### src/rtl/tmq_pkg.sv
// Shared types and codes of the timed message queue.
`default_nettype none

package tmq_pkg;

  // Command codes carried on in_tuser.
  localparam logic [1:0] CMD_ADD   = 2'd0;
  localparam logic [1:0] CMD_TICK  = 2'd1;
  localparam logic [1:0] CMD_LIST  = 2'd2;
  localparam logic [1:0] CMD_CLEAR = 2'd3;

  // Result kinds carried on out_tuser.
  localparam logic [1:0] KIND_STATUS = 2'd0;
  localparam logic [1:0] KIND_ENTRY  = 2'd1;
  localparam logic [1:0] KIND_EMPTY  = 2'd2;

  // Register indexes of the configuration port (byte address = 4 * index).
  localparam logic [1:0] REG_X_POS   = 2'd0;
  localparam logic [1:0] REG_START_Y = 2'd1;
  localparam logic [1:0] REG_Y_STEP  = 2'd2;
  localparam logic [1:0] REG_DEPTH_Z = 2'd3;

  typedef struct packed {
    logic [15:0] handle;
    logic [15:0] ticks;
    logic [31:0] fore;
    logic [31:0] back;
    logic [31:0] shade;
  } slot_t;

  typedef struct packed {
    logic  alive;
    slot_t slot;
  } entry_t;

  typedef enum logic [2:0] {
    OP_HOLD   = 3'd0,
    OP_PUSH   = 3'd1,
    OP_ROTATE = 3'd2,
    OP_MARK   = 3'd3,
    OP_SORT   = 3'd4
  } cell_op_t;

  typedef struct packed {
    cell_op_t op;
    logic     phase;
  } cell_ctrl_t;

endpackage

`default_nettype wire

### src/rtl/tmq_cell.sv
// One slot of the message chain: push, rotate, age and odd-even compaction.
`default_nettype none

module tmq_cell #(
  parameter bit ODD      = 1'b0,
  parameter bit LOW_END  = 1'b0,
  parameter bit HIGH_END = 1'b0
) (
  input  logic                clk,
  input  logic                rst_n,
  input  tmq_pkg::cell_ctrl_t ctrl,
  input  logic                occ,
  input  tmq_pkg::entry_t     dn_in,
  input  tmq_pkg::entry_t     up_in,
  output tmq_pkg::entry_t     q
);
  import tmq_pkg::*;

  slot_t  slot_r;
  logic   alive_r;
  entry_t cur;
  entry_t ent_nxt;
  logic   lower_role;
  logic   upper_role;

  assign cur = '{alive: alive_r, slot: slot_r};
  assign q   = cur;

  always_comb begin
    lower_role = (ctrl.phase == ODD) && !HIGH_END;
    upper_role = (ctrl.phase != ODD) && !LOW_END;
    ent_nxt    = cur;
    case (ctrl.op)
      OP_PUSH:   ent_nxt = dn_in;
      OP_ROTATE: ent_nxt = up_in;
      OP_MARK: begin
        ent_nxt.slot.ticks = cur.slot.ticks - 16'd1;
        ent_nxt.alive      = occ && (cur.slot.ticks != 16'd1);
      end
      OP_SORT: begin
        // swap a dead entry with a live neighbor above it
        if (lower_role && !cur.alive && up_in.alive) begin
          ent_nxt = up_in;
        end else if (upper_role && cur.alive && !dn_in.alive) begin
          ent_nxt = dn_in;
        end
      end
      default: ent_nxt = cur;
    endcase
  end

  always_ff @(posedge clk) begin
    slot_r <= ent_nxt.slot;
  end

  always_ff @(posedge clk) begin
    if (!rst_n) begin
      alive_r <= 1'b0;
    end else begin
      alive_r <= ent_nxt.alive;
    end
  end

endmodule

`default_nettype wire

### src/rtl/tmq_cfg.sv
// APB register file holding the screen placement settings.
`default_nettype none

module tmq_cfg (
  input  logic        clk,
  input  logic        rst_n,
  input  logic        cfg_psel,
  input  logic        cfg_penable,
  input  logic        cfg_pwrite,
  input  logic [3:0]  cfg_paddr,
  input  logic [31:0] cfg_pwdata,
  output logic [31:0] cfg_prdata,
  output logic        cfg_pready,
  output logic [15:0] x_position,
  output logic [15:0] start_y,
  output logic [15:0] y_step,
  output logic [15:0] depth_z
);
  import tmq_pkg::*;

  logic [15:0] x_pos_r, start_y_r, y_step_r, depth_z_r;
  logic        wr_en;

  assign cfg_pready = 1'b1;
  assign wr_en      = cfg_psel && cfg_penable && cfg_pwrite && cfg_pready;
  assign x_position = x_pos_r;
  assign start_y    = start_y_r;
  assign y_step     = y_step_r;
  assign depth_z    = depth_z_r;

  always_ff @(posedge clk) begin
    if (!rst_n) begin
      x_pos_r   <= '0;
      start_y_r <= '0;
      y_step_r  <= '0;
      depth_z_r <= '0;
    end else if (wr_en) begin
      unique case (cfg_paddr[3:2])
        REG_X_POS:   x_pos_r   <= cfg_pwdata[15:0];
        REG_START_Y: start_y_r <= cfg_pwdata[15:0];
        REG_Y_STEP:  y_step_r  <= cfg_pwdata[15:0];
        REG_DEPTH_Z: depth_z_r <= cfg_pwdata[15:0];
        default: ;
      endcase
    end
  end

  always_comb begin
    unique case (cfg_paddr[3:2])
      REG_X_POS:   cfg_prdata = {16'd0, x_pos_r};
      REG_START_Y: cfg_prdata = {16'd0, start_y_r};
      REG_Y_STEP:  cfg_prdata = {16'd0, y_step_r};
      REG_DEPTH_Z: cfg_prdata = {16'd0, depth_z_r};
      default:     cfg_prdata = '0;
    endcase
  end

endmodule

`default_nettype wire

### src/rtl/timed_message_queue.sv
// Top level of the timed message queue: command sequencer, slot chain, result register.
//
//   port group | dir | contents
//   in_*       | in  | command transactions (tuser: command; tdata: message fields)
//   out_*      | out | result transactions (tuser: kind; tlast: end of run)
//   cfg_*      | i/o | APB register access, four 16-bit settings
//
// Add, clear and list of an empty queue go from idle to the status state; tick marks
// the chain, then runs the odd-even compaction over it (one phase per cycle) before the
// count and status states. List sends one entry per cycle while out_tready allows, as
// the chain rotates back to its start position. A new command is taken only in the idle
// state. Reset empties the queue; slot contents are not cleared. A stalled out_tready
// holds the sequencer in place in the status and list states.
`default_nettype none

module timed_message_queue #(
  parameter int SLOTS = 5
) (
  input  logic         clk,
  input  logic         rst_n,
  input  logic         in_tvalid,
  output logic         in_tready,
  input  logic [127:0] in_tdata,   // handle, show_time, fore, back, shade
  input  logic [1:0]   in_tuser,   // command
  output logic         out_tvalid,
  input  logic         out_tready,
  output logic [167:0] out_tdata,  // accepted, fill, handle, y, x, z, fore, back, shade
  output logic [1:0]   out_tuser,  // result kind
  output logic         out_tlast,
  input  logic         cfg_psel,
  input  logic         cfg_penable,
  input  logic         cfg_pwrite,
  input  logic [3:0]   cfg_paddr,
  input  logic [31:0]  cfg_pwdata,
  output logic [31:0]  cfg_prdata,
  output logic         cfg_pready
);
  import tmq_pkg::*;

  localparam int CW = $clog2(SLOTS + 1);
  localparam int YW = 18 + $clog2(SLOTS);
  localparam logic signed [YW-1:0] Y_HI = YW'(32767);
  localparam logic signed [YW-1:0] Y_LO = YW'(-32768);

  typedef enum logic [5:0] {
    S_IDLE = 6'b000001,
    S_SORT = 6'b000010,
    S_CNT  = 6'b000100,
    S_STAT = 6'b001000,
    S_LIST = 6'b010000,
    S_ROT  = 6'b100000
  } state_t;

  typedef struct packed {
    logic [1:0]  kind;
    logic        accepted;
    logic [2:0]  fill;
    logic [15:0] handle;
    logic [15:0] y;
    logic [15:0] x;
    logic [15:0] z;
    logic [31:0] fore;
    logic [31:0] back;
    logic [31:0] shade;
    logic        last;
  } result_t;

  logic [15:0] x_position, start_y, y_step, depth_z;

  state_t  state_r, state_nxt;
  logic [CW-1:0] count_r, count_nxt;
  logic [CW-1:0] k_r, k_nxt;
  logic signed [YW-1:0] y_acc_r, y_nxt;
  logic    acc_r, acc_nxt;
  logic [1:0] kind_r, kind_nxt;
  result_t out_r, out_nxt;
  logic    out_valid_r, out_valid_nxt;
  logic    slot_free;
  logic    in_fire;
  logic [CW-1:0] cnt_enc;
  logic [CW-1:0] count_m1;
  logic [15:0] y_sat;

  cell_ctrl_t ctrl;
  entry_t     push_ent;
  entry_t     cell_q [SLOTS];
  logic [SLOTS-1:0] occ;
  logic [SLOTS:0]   alive_ext;

  tmq_cfg u_cfg (
    .clk         (clk),
    .rst_n       (rst_n),
    .cfg_psel    (cfg_psel),
    .cfg_penable (cfg_penable),
    .cfg_pwrite  (cfg_pwrite),
    .cfg_paddr   (cfg_paddr),
    .cfg_pwdata  (cfg_pwdata),
    .cfg_prdata  (cfg_prdata),
    .cfg_pready  (cfg_pready),
    .x_position  (x_position),
    .start_y     (start_y),
    .y_step      (y_step),
    .depth_z     (depth_z)
  );

  assign push_ent = '{alive: 1'b1,
                      slot: '{handle: in_tdata[15:0],  ticks: in_tdata[31:16],
                              fore:   in_tdata[63:32], back:  in_tdata[95:64],
                              shade:  in_tdata[127:96]}};

  // Newest entry sits in cell 0; older ones move up the chain.
  for (genvar i = 0; i < SLOTS; i++) begin : g_cell
    localparam int UP = (i + 1 == SLOTS) ? 0 : i + 1;
    assign occ[i]       = (CW'(i) < count_r);
    assign alive_ext[i] = cell_q[i].alive;
    if (i == 0) begin : g_low
      tmq_cell #(.ODD(1'b0), .LOW_END(1'b1), .HIGH_END(SLOTS == 1)) u_cell (
        .clk (clk), .rst_n (rst_n), .ctrl (ctrl), .occ (occ[i]),
        .dn_in (push_ent), .up_in (cell_q[UP]), .q (cell_q[i])
      );
    end else begin : g_mid
      tmq_cell #(.ODD(bit'(i % 2)), .LOW_END(1'b0), .HIGH_END(i == SLOTS - 1)) u_cell (
        .clk (clk), .rst_n (rst_n), .ctrl (ctrl), .occ (occ[i]),
        .dn_in (cell_q[i-1]), .up_in (cell_q[UP]), .q (cell_q[i])
      );
    end
  end
  assign alive_ext[SLOTS] = 1'b0;

  // After compaction the live entries form a block at the bottom; find its top.
  always_comb begin
    cnt_enc = '0;
    for (int i = 0; i < SLOTS; i++) begin
      if (alive_ext[i] && !alive_ext[i+1]) begin
        cnt_enc = cnt_enc | CW'(i + 1);
      end
    end
  end

  assign slot_free = !out_valid_r || out_tready;
  assign in_tready = (state_r == S_IDLE);
  assign in_fire   = in_tvalid && in_tready;
  assign count_m1  = CW'(count_r - 1'b1);

  always_comb begin
    if (y_acc_r > Y_HI) begin
      y_sat = 16'h7fff;
    end else if (y_acc_r < Y_LO) begin
      y_sat = 16'h8000;
    end else begin
      y_sat = y_acc_r[15:0];
    end
  end

  always_comb begin
    state_nxt     = state_r;
    count_nxt     = count_r;
    k_nxt         = k_r;
    y_nxt         = y_acc_r;
    acc_nxt       = acc_r;
    kind_nxt      = kind_r;
    out_nxt       = out_r;
    out_valid_nxt = out_valid_r && !out_tready;
    ctrl.op       = OP_HOLD;
    ctrl.phase    = k_r[0];
    unique case (state_r)
      S_IDLE: begin
        if (in_fire) begin
          acc_nxt   = 1'b0;
          kind_nxt  = KIND_STATUS;
          state_nxt = S_STAT;
          case (in_tuser)
            CMD_ADD: begin
              if (count_r < CW'(SLOTS)) begin
                ctrl.op   = OP_PUSH;
                count_nxt = CW'(count_r + 1'b1);
                acc_nxt   = 1'b1;
              end
            end
            CMD_TICK: begin
              ctrl.op   = OP_MARK;
              k_nxt     = '0;
              state_nxt = S_SORT;
            end
            CMD_LIST: begin
              if (count_r == '0) begin
                kind_nxt = KIND_EMPTY;
              end else begin
                k_nxt     = '0;
                y_nxt     = {{(YW-16){start_y[15]}}, start_y};
                state_nxt = S_LIST;
              end
            end
            default: count_nxt = '0;
          endcase
        end
      end
      S_SORT: begin
        ctrl.op = OP_SORT;
        if (k_r == CW'(SLOTS - 1)) begin
          state_nxt = S_CNT;
        end else begin
          k_nxt = CW'(k_r + 1'b1);
        end
      end
      S_CNT: begin
        count_nxt = cnt_enc;
        state_nxt = S_STAT;
      end
      S_STAT: begin
        if (slot_free) begin
          out_nxt          = '0;
          out_nxt.kind     = kind_r;
          out_nxt.accepted = acc_r;
          out_nxt.fill     = 3'(count_r);
          out_nxt.last     = 1'b1;
          out_valid_nxt    = 1'b1;
          state_nxt        = S_IDLE;
        end
      end
      S_LIST: begin
        if (slot_free) begin
          out_nxt        = '0;
          out_nxt.kind   = KIND_ENTRY;
          out_nxt.fill   = 3'(count_r);
          out_nxt.handle = cell_q[0].slot.handle;
          out_nxt.y      = y_sat;
          out_nxt.x      = x_position;
          out_nxt.z      = depth_z;
          out_nxt.fore   = cell_q[0].slot.fore;
          out_nxt.back   = cell_q[0].slot.back;
          out_nxt.shade  = cell_q[0].slot.shade;
          out_nxt.last   = (k_r == count_m1);
          out_valid_nxt  = 1'b1;
          ctrl.op        = OP_ROTATE;
          y_nxt          = y_acc_r + {{(YW-16){y_step[15]}}, y_step};
          k_nxt          = CW'(k_r + 1'b1);
          if (k_r == count_m1) begin
            state_nxt = (k_r == CW'(SLOTS - 1)) ? S_IDLE : S_ROT;
          end
        end
      end
      S_ROT: begin
        // finish the lap so the oldest entry returns to its place
        ctrl.op = OP_ROTATE;
        k_nxt   = CW'(k_r + 1'b1);
        if (k_r == CW'(SLOTS - 1)) begin
          state_nxt = S_IDLE;
        end
      end
      default: state_nxt = S_IDLE;
    endcase
  end

  always_ff @(posedge clk) begin
    if (!rst_n) begin
      state_r     <= S_IDLE;
      count_r     <= '0;
      k_r         <= '0;
      out_valid_r <= 1'b0;
      acc_r       <= 1'b0;
      kind_r      <= KIND_STATUS;
    end else begin
      state_r     <= state_nxt;
      count_r     <= count_nxt;
      k_r         <= k_nxt;
      out_valid_r <= out_valid_nxt;
      acc_r       <= acc_nxt;
      kind_r      <= kind_nxt;
    end
  end

  always_ff @(posedge clk) begin
    y_acc_r <= y_nxt;
    out_r   <= out_nxt;
  end

  assign out_tvalid = out_valid_r;
  assign out_tuser  = out_r.kind;
  assign out_tlast  = out_r.last;
  assign out_tdata  = {4'd0, out_r.shade, out_r.back, out_r.fore, out_r.z, out_r.x,
                       out_r.y, out_r.handle, out_r.fill, out_r.accepted};

  a_count_range: assert property (@(posedge clk) disable iff (!rst_n)
    count_r <= CW'(SLOTS))
    else $error("queue fill exceeds slot count");

  a_add_grows: assert property (@(posedge clk) disable iff (!rst_n)
    (in_fire && in_tuser == CMD_ADD && count_r < CW'(SLOTS))
      |=> count_r == CW'($past(count_r) + 1'b1))
    else $error("stored add did not raise the fill");

  a_clear_empties: assert property (@(posedge clk) disable iff (!rst_n)
    (in_fire && in_tuser == CMD_CLEAR) |=> count_r == '0)
    else $error("clear left entries behind");

  a_list_bound: assert property (@(posedge clk) disable iff (!rst_n)
    (state_r == S_LIST) |-> (k_r < count_r))
    else $error("list index ran past the held entries");

  a_tick_no_grow: assert property (@(posedge clk) disable iff (!rst_n)
    (state_r == S_CNT) |=> count_r <= $past(count_r))
    else $error("tick increased the fill");

endmodule

`default_nettype wire

### config.mk
export PLATFORM = sky130hd
export DESIGN_NAME = timed_message_queue
export DESIGN_NICKNAME = d
export VERILOG_FILES = /design/src/rtl/tmq_pkg.sv /design/src/rtl/tmq_cell.sv /design/src/rtl/tmq_cfg.sv /design/src/rtl/timed_message_queue.sv
export SDC_FILE = /design/constraint.sdc
export NUM_CORES = 1
export LEC_CHECK = 0
export ABC_AREA = 1
export BUFFER_PORTS_ARGS = -buffer_cell sky130_fd_sc_hd__buf_2
export CELL_PAD_IN_SITES_DETAIL_PLACEMENT = 0
export CELL_PAD_IN_SITES_GLOBAL_PLACEMENT = 1
export CORE_UTILIZATION = 40
export CTS_CLUSTER_DIAMETER = 100
export DETAILED_ROUTE_END_ITERATION = 8
export PLACE_DENSITY_LB_ADDON = 0.12
export SYNTH_ARGS = -nofsm -noshare
export SYNTH_HDL_FRONTEND = slang
export SYNTH_HIERARCHICAL = 1
export SYNTH_SLANG_ARGS = --single-unit
### constraint.sdc
create_clock -name clk -period 11.9 [get_ports clk]
set_clock_uncertainty 0.1 [all_clocks]
set_input_delay 1.785 -clock clk [delete_from_list [all_inputs] [get_ports clk]]
set_output_delay 1.785 -clock clk [all_outputs]
set_load 0.02 [all_outputs]
==> results of run 1 <==
[where the power goes]
part / switching [W] / total (W) / internal, W
Combinational: 0.00257 / 0.00344 / 0.000867
Sequential: 0.000583 / 0.00567 / 0.00509
Clock: 0.00136 / 0.00313 / 0.00177
[critical path, stage by stage]
cell,delay [ns]
buf_2,0.11
inv_1,0.06
ha_1,0.24
inv_1,0.12
nor2_1,0.07
nor2_1,0.12
nor2_2,0.04
buf_4,0.21
inv_2,0.16
nand3_4,0.61
inv_4,0.86
buf_4,0.65
buf_4,0.66
nand2_1,0.10
nand2_1,0.10
[registers in the layout (all words and copies together) (netlist names), 2 cells and up]
register                     cells
u_cfg/x_position                16
u_cfg/depth_z                   16
state_r                          6
out_tuser                        2
y_acc_r                         21
out_tdata                      164
count_r                          3
g_cell.g_mid.u_cell/alive_r      4
g_cell.g_mid.u_cell/q          512
u_cfg/start_y                   16
k_r                              3
u_cfg/y_step                    16
g_cell.g_low.u_cell/q          128
[cell families after synthesis]
logic type               count (synthesis)  share of synthesized area
AND/OR/NAND/NOR                       3208                      0.292
XOR/XNOR                                17                    0.00342
AO/OA/AOI/OAI                          124                     0.0174
flip-flops                             912                      0.609
adder cells (fa/ha/maj)                 40                     0.0117
buffers and inverters                  590                     0.0661
other                                    4                   0.000344
[layer usage]
| layer | up-vias | share of wire |
|---|---|---|
| met1 | 15800 | 0.45 |
| met2 | 900 | 0.47 |
| met3 | 144 | 0.060 |
| li1 | 16200 | - |
| met4 | 6 | 0.019 |
| met5 | - | 0.00030 |
[cell usage in the layout, fill, tap and decap left out, types with 8 or more instances in the layout]
cell type / netlist / routed
a21oi_1: 39 / 36
a22oi_1: 12 / 12
buf_2: 67 / 339
buf_4: 101 / 31
clkbuf_1: 9 / 27
clkbuf_16: 0 / 103
clkinv_1: 1 / 20
clkinv_2: 0 / 21
conb_1: 4 / 22
dfxtp_1: 84 / 84
edfxtp_1: 828 / 828
ha_1: 39 / 39
inv_1: 350 / 347
inv_2: 24 / 19
inv_4: 0 / 8
nand2_1: 2361 / 2361
nand3_1: 269 / 269
nand3_2: 11 / 10
nand4_1: 26 / 26
nor2_1: 491 / 489
nor2_2: 9 / 11
nor2_4: 13 / 13
o211ai_1: 13 / 13
o21ai_0: 37 / 37
o21bai_1: 9 / 9
xnor2_1: 12 / 12
[area by class of cell]
class                   count  area, µm²
fillers                 10600      58200
multi-input cells        3411      14300
clock inverters            58        551
flip-flops and latches    912      26500
clock buffers             133       2720
inverters                 375       1430
repair buffers            373       1990
well taps                1403       1760
diodes                      2       5.00
[metrics by stage]
step / hold WS, ns / instance area (µm²) / power (W)
floorplan: 0.329 / 43700 / 0.00806
global placement: 0.361 / 46000 / 0.00917
detailed placement: 0.384 / 46000 / 0.00921
CTS: 0.395 / 49300 / 0.0124
global route: 0.413 / 49300 / 0.0130
finish: 0.388 / 49300 / 0.0122
[how the worst max path moves through the flow]
stage / startpoint / end / slack, ns / cells after the start
3_3_place_gp: in_tuser[0] / g_cell[4].g_mid.u_cell/q[57]$_DFFE_PP_ / 5.64 / 15
5_1_grt: state_r[4]$_SDFFE_PN0P_ / g_cell[4].g_mid.u_cell/q[53]$_DFFE_PP_ / 5.94 / 11
4_1_cts: state_r[4]$_SDFFE_PN0P_ / g_cell[4].g_mid.u_cell/q[38]$_DFFE_PP_ / 6.31 / 11
3_5_place_dp: in_tuser[0] / g_cell[4].g_mid.u_cell/q[58]$_DFFE_PP_ / 5.65 / 15
2_1_floorplan: out_tready / out_tdata[0]$_SDFFCE_PN0P_ / 1.14 / 2
6_report: in_tuser[0] / g_cell[4].g_mid.u_cell/q[67]$_DFFE_PP_ / 6.31 / 15
==> flow_summary.yaml, run 1 <==
sta:
  setup_viol: 0
  min_period_over_period: 0.470
  setup_ws_ns: 6.31
  slew_headroom: 0.192
  worst_slew_pin_slew_ns: 1.21
  fmax_mhz: 179
  rsz0062_at_grt: "no"
  tns_ns: 0
  period_needed_ns: 5.59
  hold_viol_final: 0
  slew_violations: 0
clock_network:
  clock_sink_count: 912
  ctsLongestPathBuffers: 3
  cts.reportedPaths.clkPinSlew_ns: 0.06
  htreeDepth: 3
  cts_tree: "done"
  root_buffer: "clkbuf_16"
  postCtsHoldBufs: 0
  cts_resized: 0
  cts_setup_buffers: 0
  clkLatencyLatePin_ns: 0.69
  cts_buffers: 103
place:
  gp_congestion: 0.849
  dp_hpwl_mm: 76.1
  dp.cells: 6474
  numPortBuffers: 339
  place_ws_ns: 5.65
global_routing:
  grt_max_degree: 114
  grt_pass1_vias: 32100
  gr-usage-met3: 0.0418
  grt_usage: 0.230
  use_met2: 0.375
  grtUsageMet1: 0.318
  grt_pass1_wl_mm: 195
  grt.busiest_layer: "met2"
  grt_overflow: 0
  antenna_found_initial: 7
drt:
  num_vias: 33000
  dr.pass1.iters: 5
  drt-vias-per-instance: 4.96
  drtIter0Drc: 2619
  drtAntennaViolNets: 0
  wl_per_cell_um: 19.3
  finalWirelength_mm: 128
  post-route-drc-count: 0
layout:
  fin_nets: 5389
  final_cells: 6667
  area_growth_pct: 13.1
  drive_gt1_frac: 0.115
  final_util: 0.459
synthesis:
  synth_top_cell_area_share: 0.570
  synth_seq_area_share: 0.609
  yosysMostFrequentCell: "nand2_1"
  synth_area_leaders: "edfxtp_1 (57%), nand2_1 (20%), nor2_1 (4.2%)"
  synth_enable_flop_cells: 828
  synth.distinct_cells: 43
  synthFlopType: "edfxtp_1"
  yosys_warnings: 6
  ys_seq_elements: 912
  syn_area_um2: 43600
  async_flop_share: 0
  synth_cells: 4895
  avgSynthCellArea_um2: 8.91
  yosysTopAreaCell: "edfxtp_1"
  yosys-top-cells-count: "nand2_1 (2361), edfxtp_1 (828), nor2_1 (491)"
die:
  start_util: 0.406
  io_pins: 379
  num_rows: 120
  die_w_um: 332
  die_area_um2: 110000
  core_um2: 108000
  chipHeight_um: 332
worst_setup_path:
  r2r-start: "state_r[4]$_SDFFE_PN0P_"
  setup.worst_path.end_class: "register"
  critPathArrivalTime_ns: 6.05
  ff2ff_path_depth: 11
  reg2reg_slack_ns: 6.33
  cp.required_ns: 12.36
  critPathLaunchType: "input port"
  r2r_end: "g_cell[4].g_mid.u_cell/q[67]$_DFFE_PP_"
  criticalPathCategory: "in2reg"
  worst-path-max-fanout: 47
run_status:
  status: "finished clean"
min_path:
  holdCritPathClass: "reg2reg"
  holdCritStartpoint: "acc_r$_SDFFE_PN0P_"
  hold_end: "acc_r$_SDFFE_PN0P_"
  hold_path_depth: 2
pwr:
  power_density_nw_per_um2: 248
  p_leak_nw: 21.6
  peakVddDrop_mv: 0.164
flow_run:
  max-cap-violations: 0
Note: power is estimated with default switching activity, not from simulation.
==> run 2: changes to the inputs <==
--- a/config.mk
+++ b/config.mk
@@ -5,7 +5,7 @@
 export SDC_FILE = /design/constraint.sdc
 export NUM_CORES = 1
 export LEC_CHECK = 0
-export ABC_AREA = 1
+export ABC_AREA = 0
 export BUFFER_PORTS_ARGS = -buffer_cell sky130_fd_sc_hd__buf_2
 export CELL_PAD_IN_SITES_DETAIL_PLACEMENT = 0
 export CELL_PAD_IN_SITES_GLOBAL_PLACEMENT = 1
==> constraint.sdc (replaced) <==
create_clock -name clk -period 5.69 [get_ports clk]
set_clock_uncertainty 0.1 [all_clocks]
set_input_delay 0.8535 -clock clk [delete_from_list [all_inputs] [get_ports clk]]
set_output_delay 0.8535 -clock clk [all_outputs]
set_load 0.02 [all_outputs]
==> run 2 against run 1 <==
Compared with the run above:
- area after synthesis shrank 4.1%
- power up 46%
- cell count down 30%
- first-iteration DRC count is 21% lower
- non-clock buffer count rose by 20
- flip-flop and latch count unchanged
- critical endpoint is now g_cell[1].g_mid.u_cell/q[24]$_DFFE_PP_
- largest power group unchanged
==> flow_summary.yaml, run 2 <==
synthesis:
  synth-simple-area-share: 0.0798
  yosysMostFrequentCell: "edfxtp_1"
  synth.distinct_cells: 90
  synth_seq_area_share: 0.635
  avgSynthCellArea_um2: 14.8
  async_flop_share: 0
  synthXorXnorAreaFrac: 0.0183
  synth-compound-area-share: 0.0477
  ys_seq_elements: 912
  synthFlopType: "edfxtp_1"
  synth_area_leaders: "edfxtp_1 (59%), mux2_2 (8.5%), mux2_1 (6.6%)"
  syn_area_um2: 41800
  synth_top_family_by_area: "multiplexers"
  yosys-top-cells-count: "edfxtp_1 (828), mux2_2 (317), mux2_1 (244)"
  synth_cells: 2820
  synth_adder_area_share: 0.0122
  yosys_warnings: 6
  yosysTopAreaCell: "edfxtp_1"
  synth_top_cell_area_share: 0.595
  synthMuxAreaShare: 0.178
  synth_enable_flop_cells: 828
layout:
  final_common_cell: "edfxtp_1"
  mostFrequentLayoutCells: "edfxtp_1 (828), buf_2 (339), mux2_2 (317)"
  drive_gt1_frac: 0.280
  area_growth_pct: 15.8
  final_util: 0.467
  stdcell_area_um2: 48400
  fin_nets: 3378
  largest_register_ffs: 512
  final_cells: 4642
die:
  num_rows: 118
  die_w_um: 325
  io_pins: 379
  die_area_um2: 106000
  start_util: 0.403
  core_um2: 104000
  chipHeight_um: 325
sta:
  slew_violations: 0
  fmax_mhz: 242
  rsz0062_at_grt: "no"
  hold_viol_final: 0
  min_period_over_period: 0.726
  fin_hold_ws_ns: 0.360
  slew_headroom: 0.204
  period_needed_ns: 4.13
  setup_viol: 0
  worst_slew_pin_slew_ns: 1.19
clock_network:
  postCtsHoldBufs: 0
  ctsLongestPathBuffers: 3
  cts_buffers: 104
  clkLatencyLatePin_ns: 0.68
  clock_sink_count: 912
  cts_resized: 0
  htreeDepth: 3
  root_buffer: "clkbuf_16"
  cts_setup_buffers: 0
  cts_tree: "done"
  cts.reportedPaths.clkPinSlew_ns: 0.06
global_routing:
  grt_overflow: 0
  grt_pass1_vias: 26400
  grt_usage: 0.209
  grt_pass1_wl_mm: 169
  grt_max_degree: 113
  antenna_found_initial: 26
place:
  place_area_um2: 45000
  gp_congestion: 0.825
  numPortBuffers: 339
  dp.cells: 4439
  dp_hpwl_mm: 68.0
worst_setup_path:
  r2r_end: "g_cell[1].g_mid.u_cell/q[24]$_DFFE_PP_"
  setup.worst_path.end_class: "register"
  crit_buf_inv: 2
  criticalPathCategory: "reg2reg"
  critPathArrivalTime_ns: 4.43
  r2r-start: "state_r[4]$_SDFFE_PN0P_"
  ff2ff_path_depth: 9
  worst-path-max-fanout: 38
  cp_slowest_cell: "a31o_4"
  critPathMaxStageDelay_ns: 0.68
  cp.required_ns: 5.99
  cp_cell_sequence: "nor4b_1, and3_1, nand2_1, o221ai_4, buf_4, nor3b_1, a31o_4, buf_12, mux2_1"
  reg2reg_slack_ns: 1.56
  critPathLaunchType: "register"
  cp_top_family: "simple AND/OR/NAND/NOR gates"
  setup.worst_path.start: "state_r[4]$_SDFFE_PN0P_"
min_path:
  hold_end: "acc_r$_SDFFE_PN0P_"
  hold_path_depth: 2
  holdCritPathClass: "reg2reg"
  holdCritStartpoint: "acc_r$_SDFFE_PN0P_"
pwr:
  combinationalPowerShare: 0.131
  peakVddDrop_mv: 0.246
  pwr-share-clk: 0.370
  p_switching_w: 0.00473
  p_seq_frac: 0.499
  finalPower_w: 0.0179
  power_density_nw_per_um2: 369
  p_leak_nw: 16.8
  intPower_w: 0.0132
  switching_share: 0.264
run_status:
  status: "finished clean"
flow_run:
  max-cap-violations: 0
drt:
  drtIter0Drc: 2075
  drtAntennaViolNets: 0
  finalWirelength_mm: 112
  post-route-drc-count: 0
  wl_per_cell_um: 24.2
  drt-vias-per-instance: 5.42
  num_vias: 25200
  dr.pass1.iters: 6
==> run 2: cell count changes after synthesis, moves of 148 or more <==
cell,previous run,this run
nand2_1,2361,161
nor2_1,491,90
inv_1,350,32
mux2_2,0,317
mux2_1,0,244
nand3_1,269,35
and2_1,1,149
==> run 2: worst register-to-register path, delay by kind of cell (launching register included) <==
kind            cells  cell delay [ns]
mux                 1             0.41
compound gates      2             0.99
simple gates        4             1.25
buf+inv             2             0.73
flops               1             0.37
==> run 2: area by class of cell <==
type                       count  area [µm²]
antenna                        6        15.0
clock buffer                 141        2820
clock inverter                56         562
fill                        9216       55200
inverter                      34         130
multi-input combinational   1720       14300
sequential                   912       26500
tap                         1380        1730
timing repair buffer         393        2360
==> run 2: routing by layer <==
layer  wire length [µm]  vias to the layer above  global-route usage
met5                134                        -                   0
met4               2240                       20              0.0535
met3               6550                      166              0.0417
met2              53500                      717               0.343
met1              49800                    12900               0.284
li1                   -                    11400                   -
==> run 2: logic make-up after synthesis <==
logic type	after synthesis
buffers and inverters	207
xor gates and xnor gates	86
AOI/OAI and AO/OA	307
other	4
adders and majority gates	40
and+or+nand+nor	614
muxes	650
DFF	912
==> run 2: power groups by stage <==
stage          Clock [W]  Combinational, W  Sequential, W
4_1_cts          0.00681           0.00239        0.00894
6_report         0.00662           0.00234        0.00893
2_1_floorplan          0           0.00142        0.00906
3_5_place_dp           0           0.00238        0.00907
3_3_place_gp           0           0.00233        0.00902
5_1_grt          0.00706           0.00254        0.00903
==> run 2: metrics by stage <==
step / setup WS [ns] / setup TNS (ns)
2_1_floorplan: -1.14 / -127.79
3_3_place_gp: 1.33 / 0
3_5_place_dp: 1.27 / 0
4_1_cts: 1.58 / 0
5_1_grt: 1.35 / 0
6_report: 1.56 / 0
==> run 2: worst max-delay path by stage <==
stage	endpoint	slack [ns]	cells after the start
2_1_floorplan	g_cell[0].g_low.u_cell/q[0]$_DFFE_PP_	-1.14	7
3_3_place_gp	g_cell[2].g_mid.u_cell/q[60]$_DFFE_PP_	1.33	8
3_5_place_dp	g_cell[2].g_mid.u_cell/q[28]$_DFFE_PP_	1.27	8
4_1_cts	g_cell[1].g_mid.u_cell/q[24]$_DFFE_PP_	1.58	9
5_1_grt	g_cell[1].g_mid.u_cell/q[92]$_DFFE_PP_	1.35	9
6_report	g_cell[1].g_mid.u_cell/q[24]$_DFFE_PP_	1.56	9
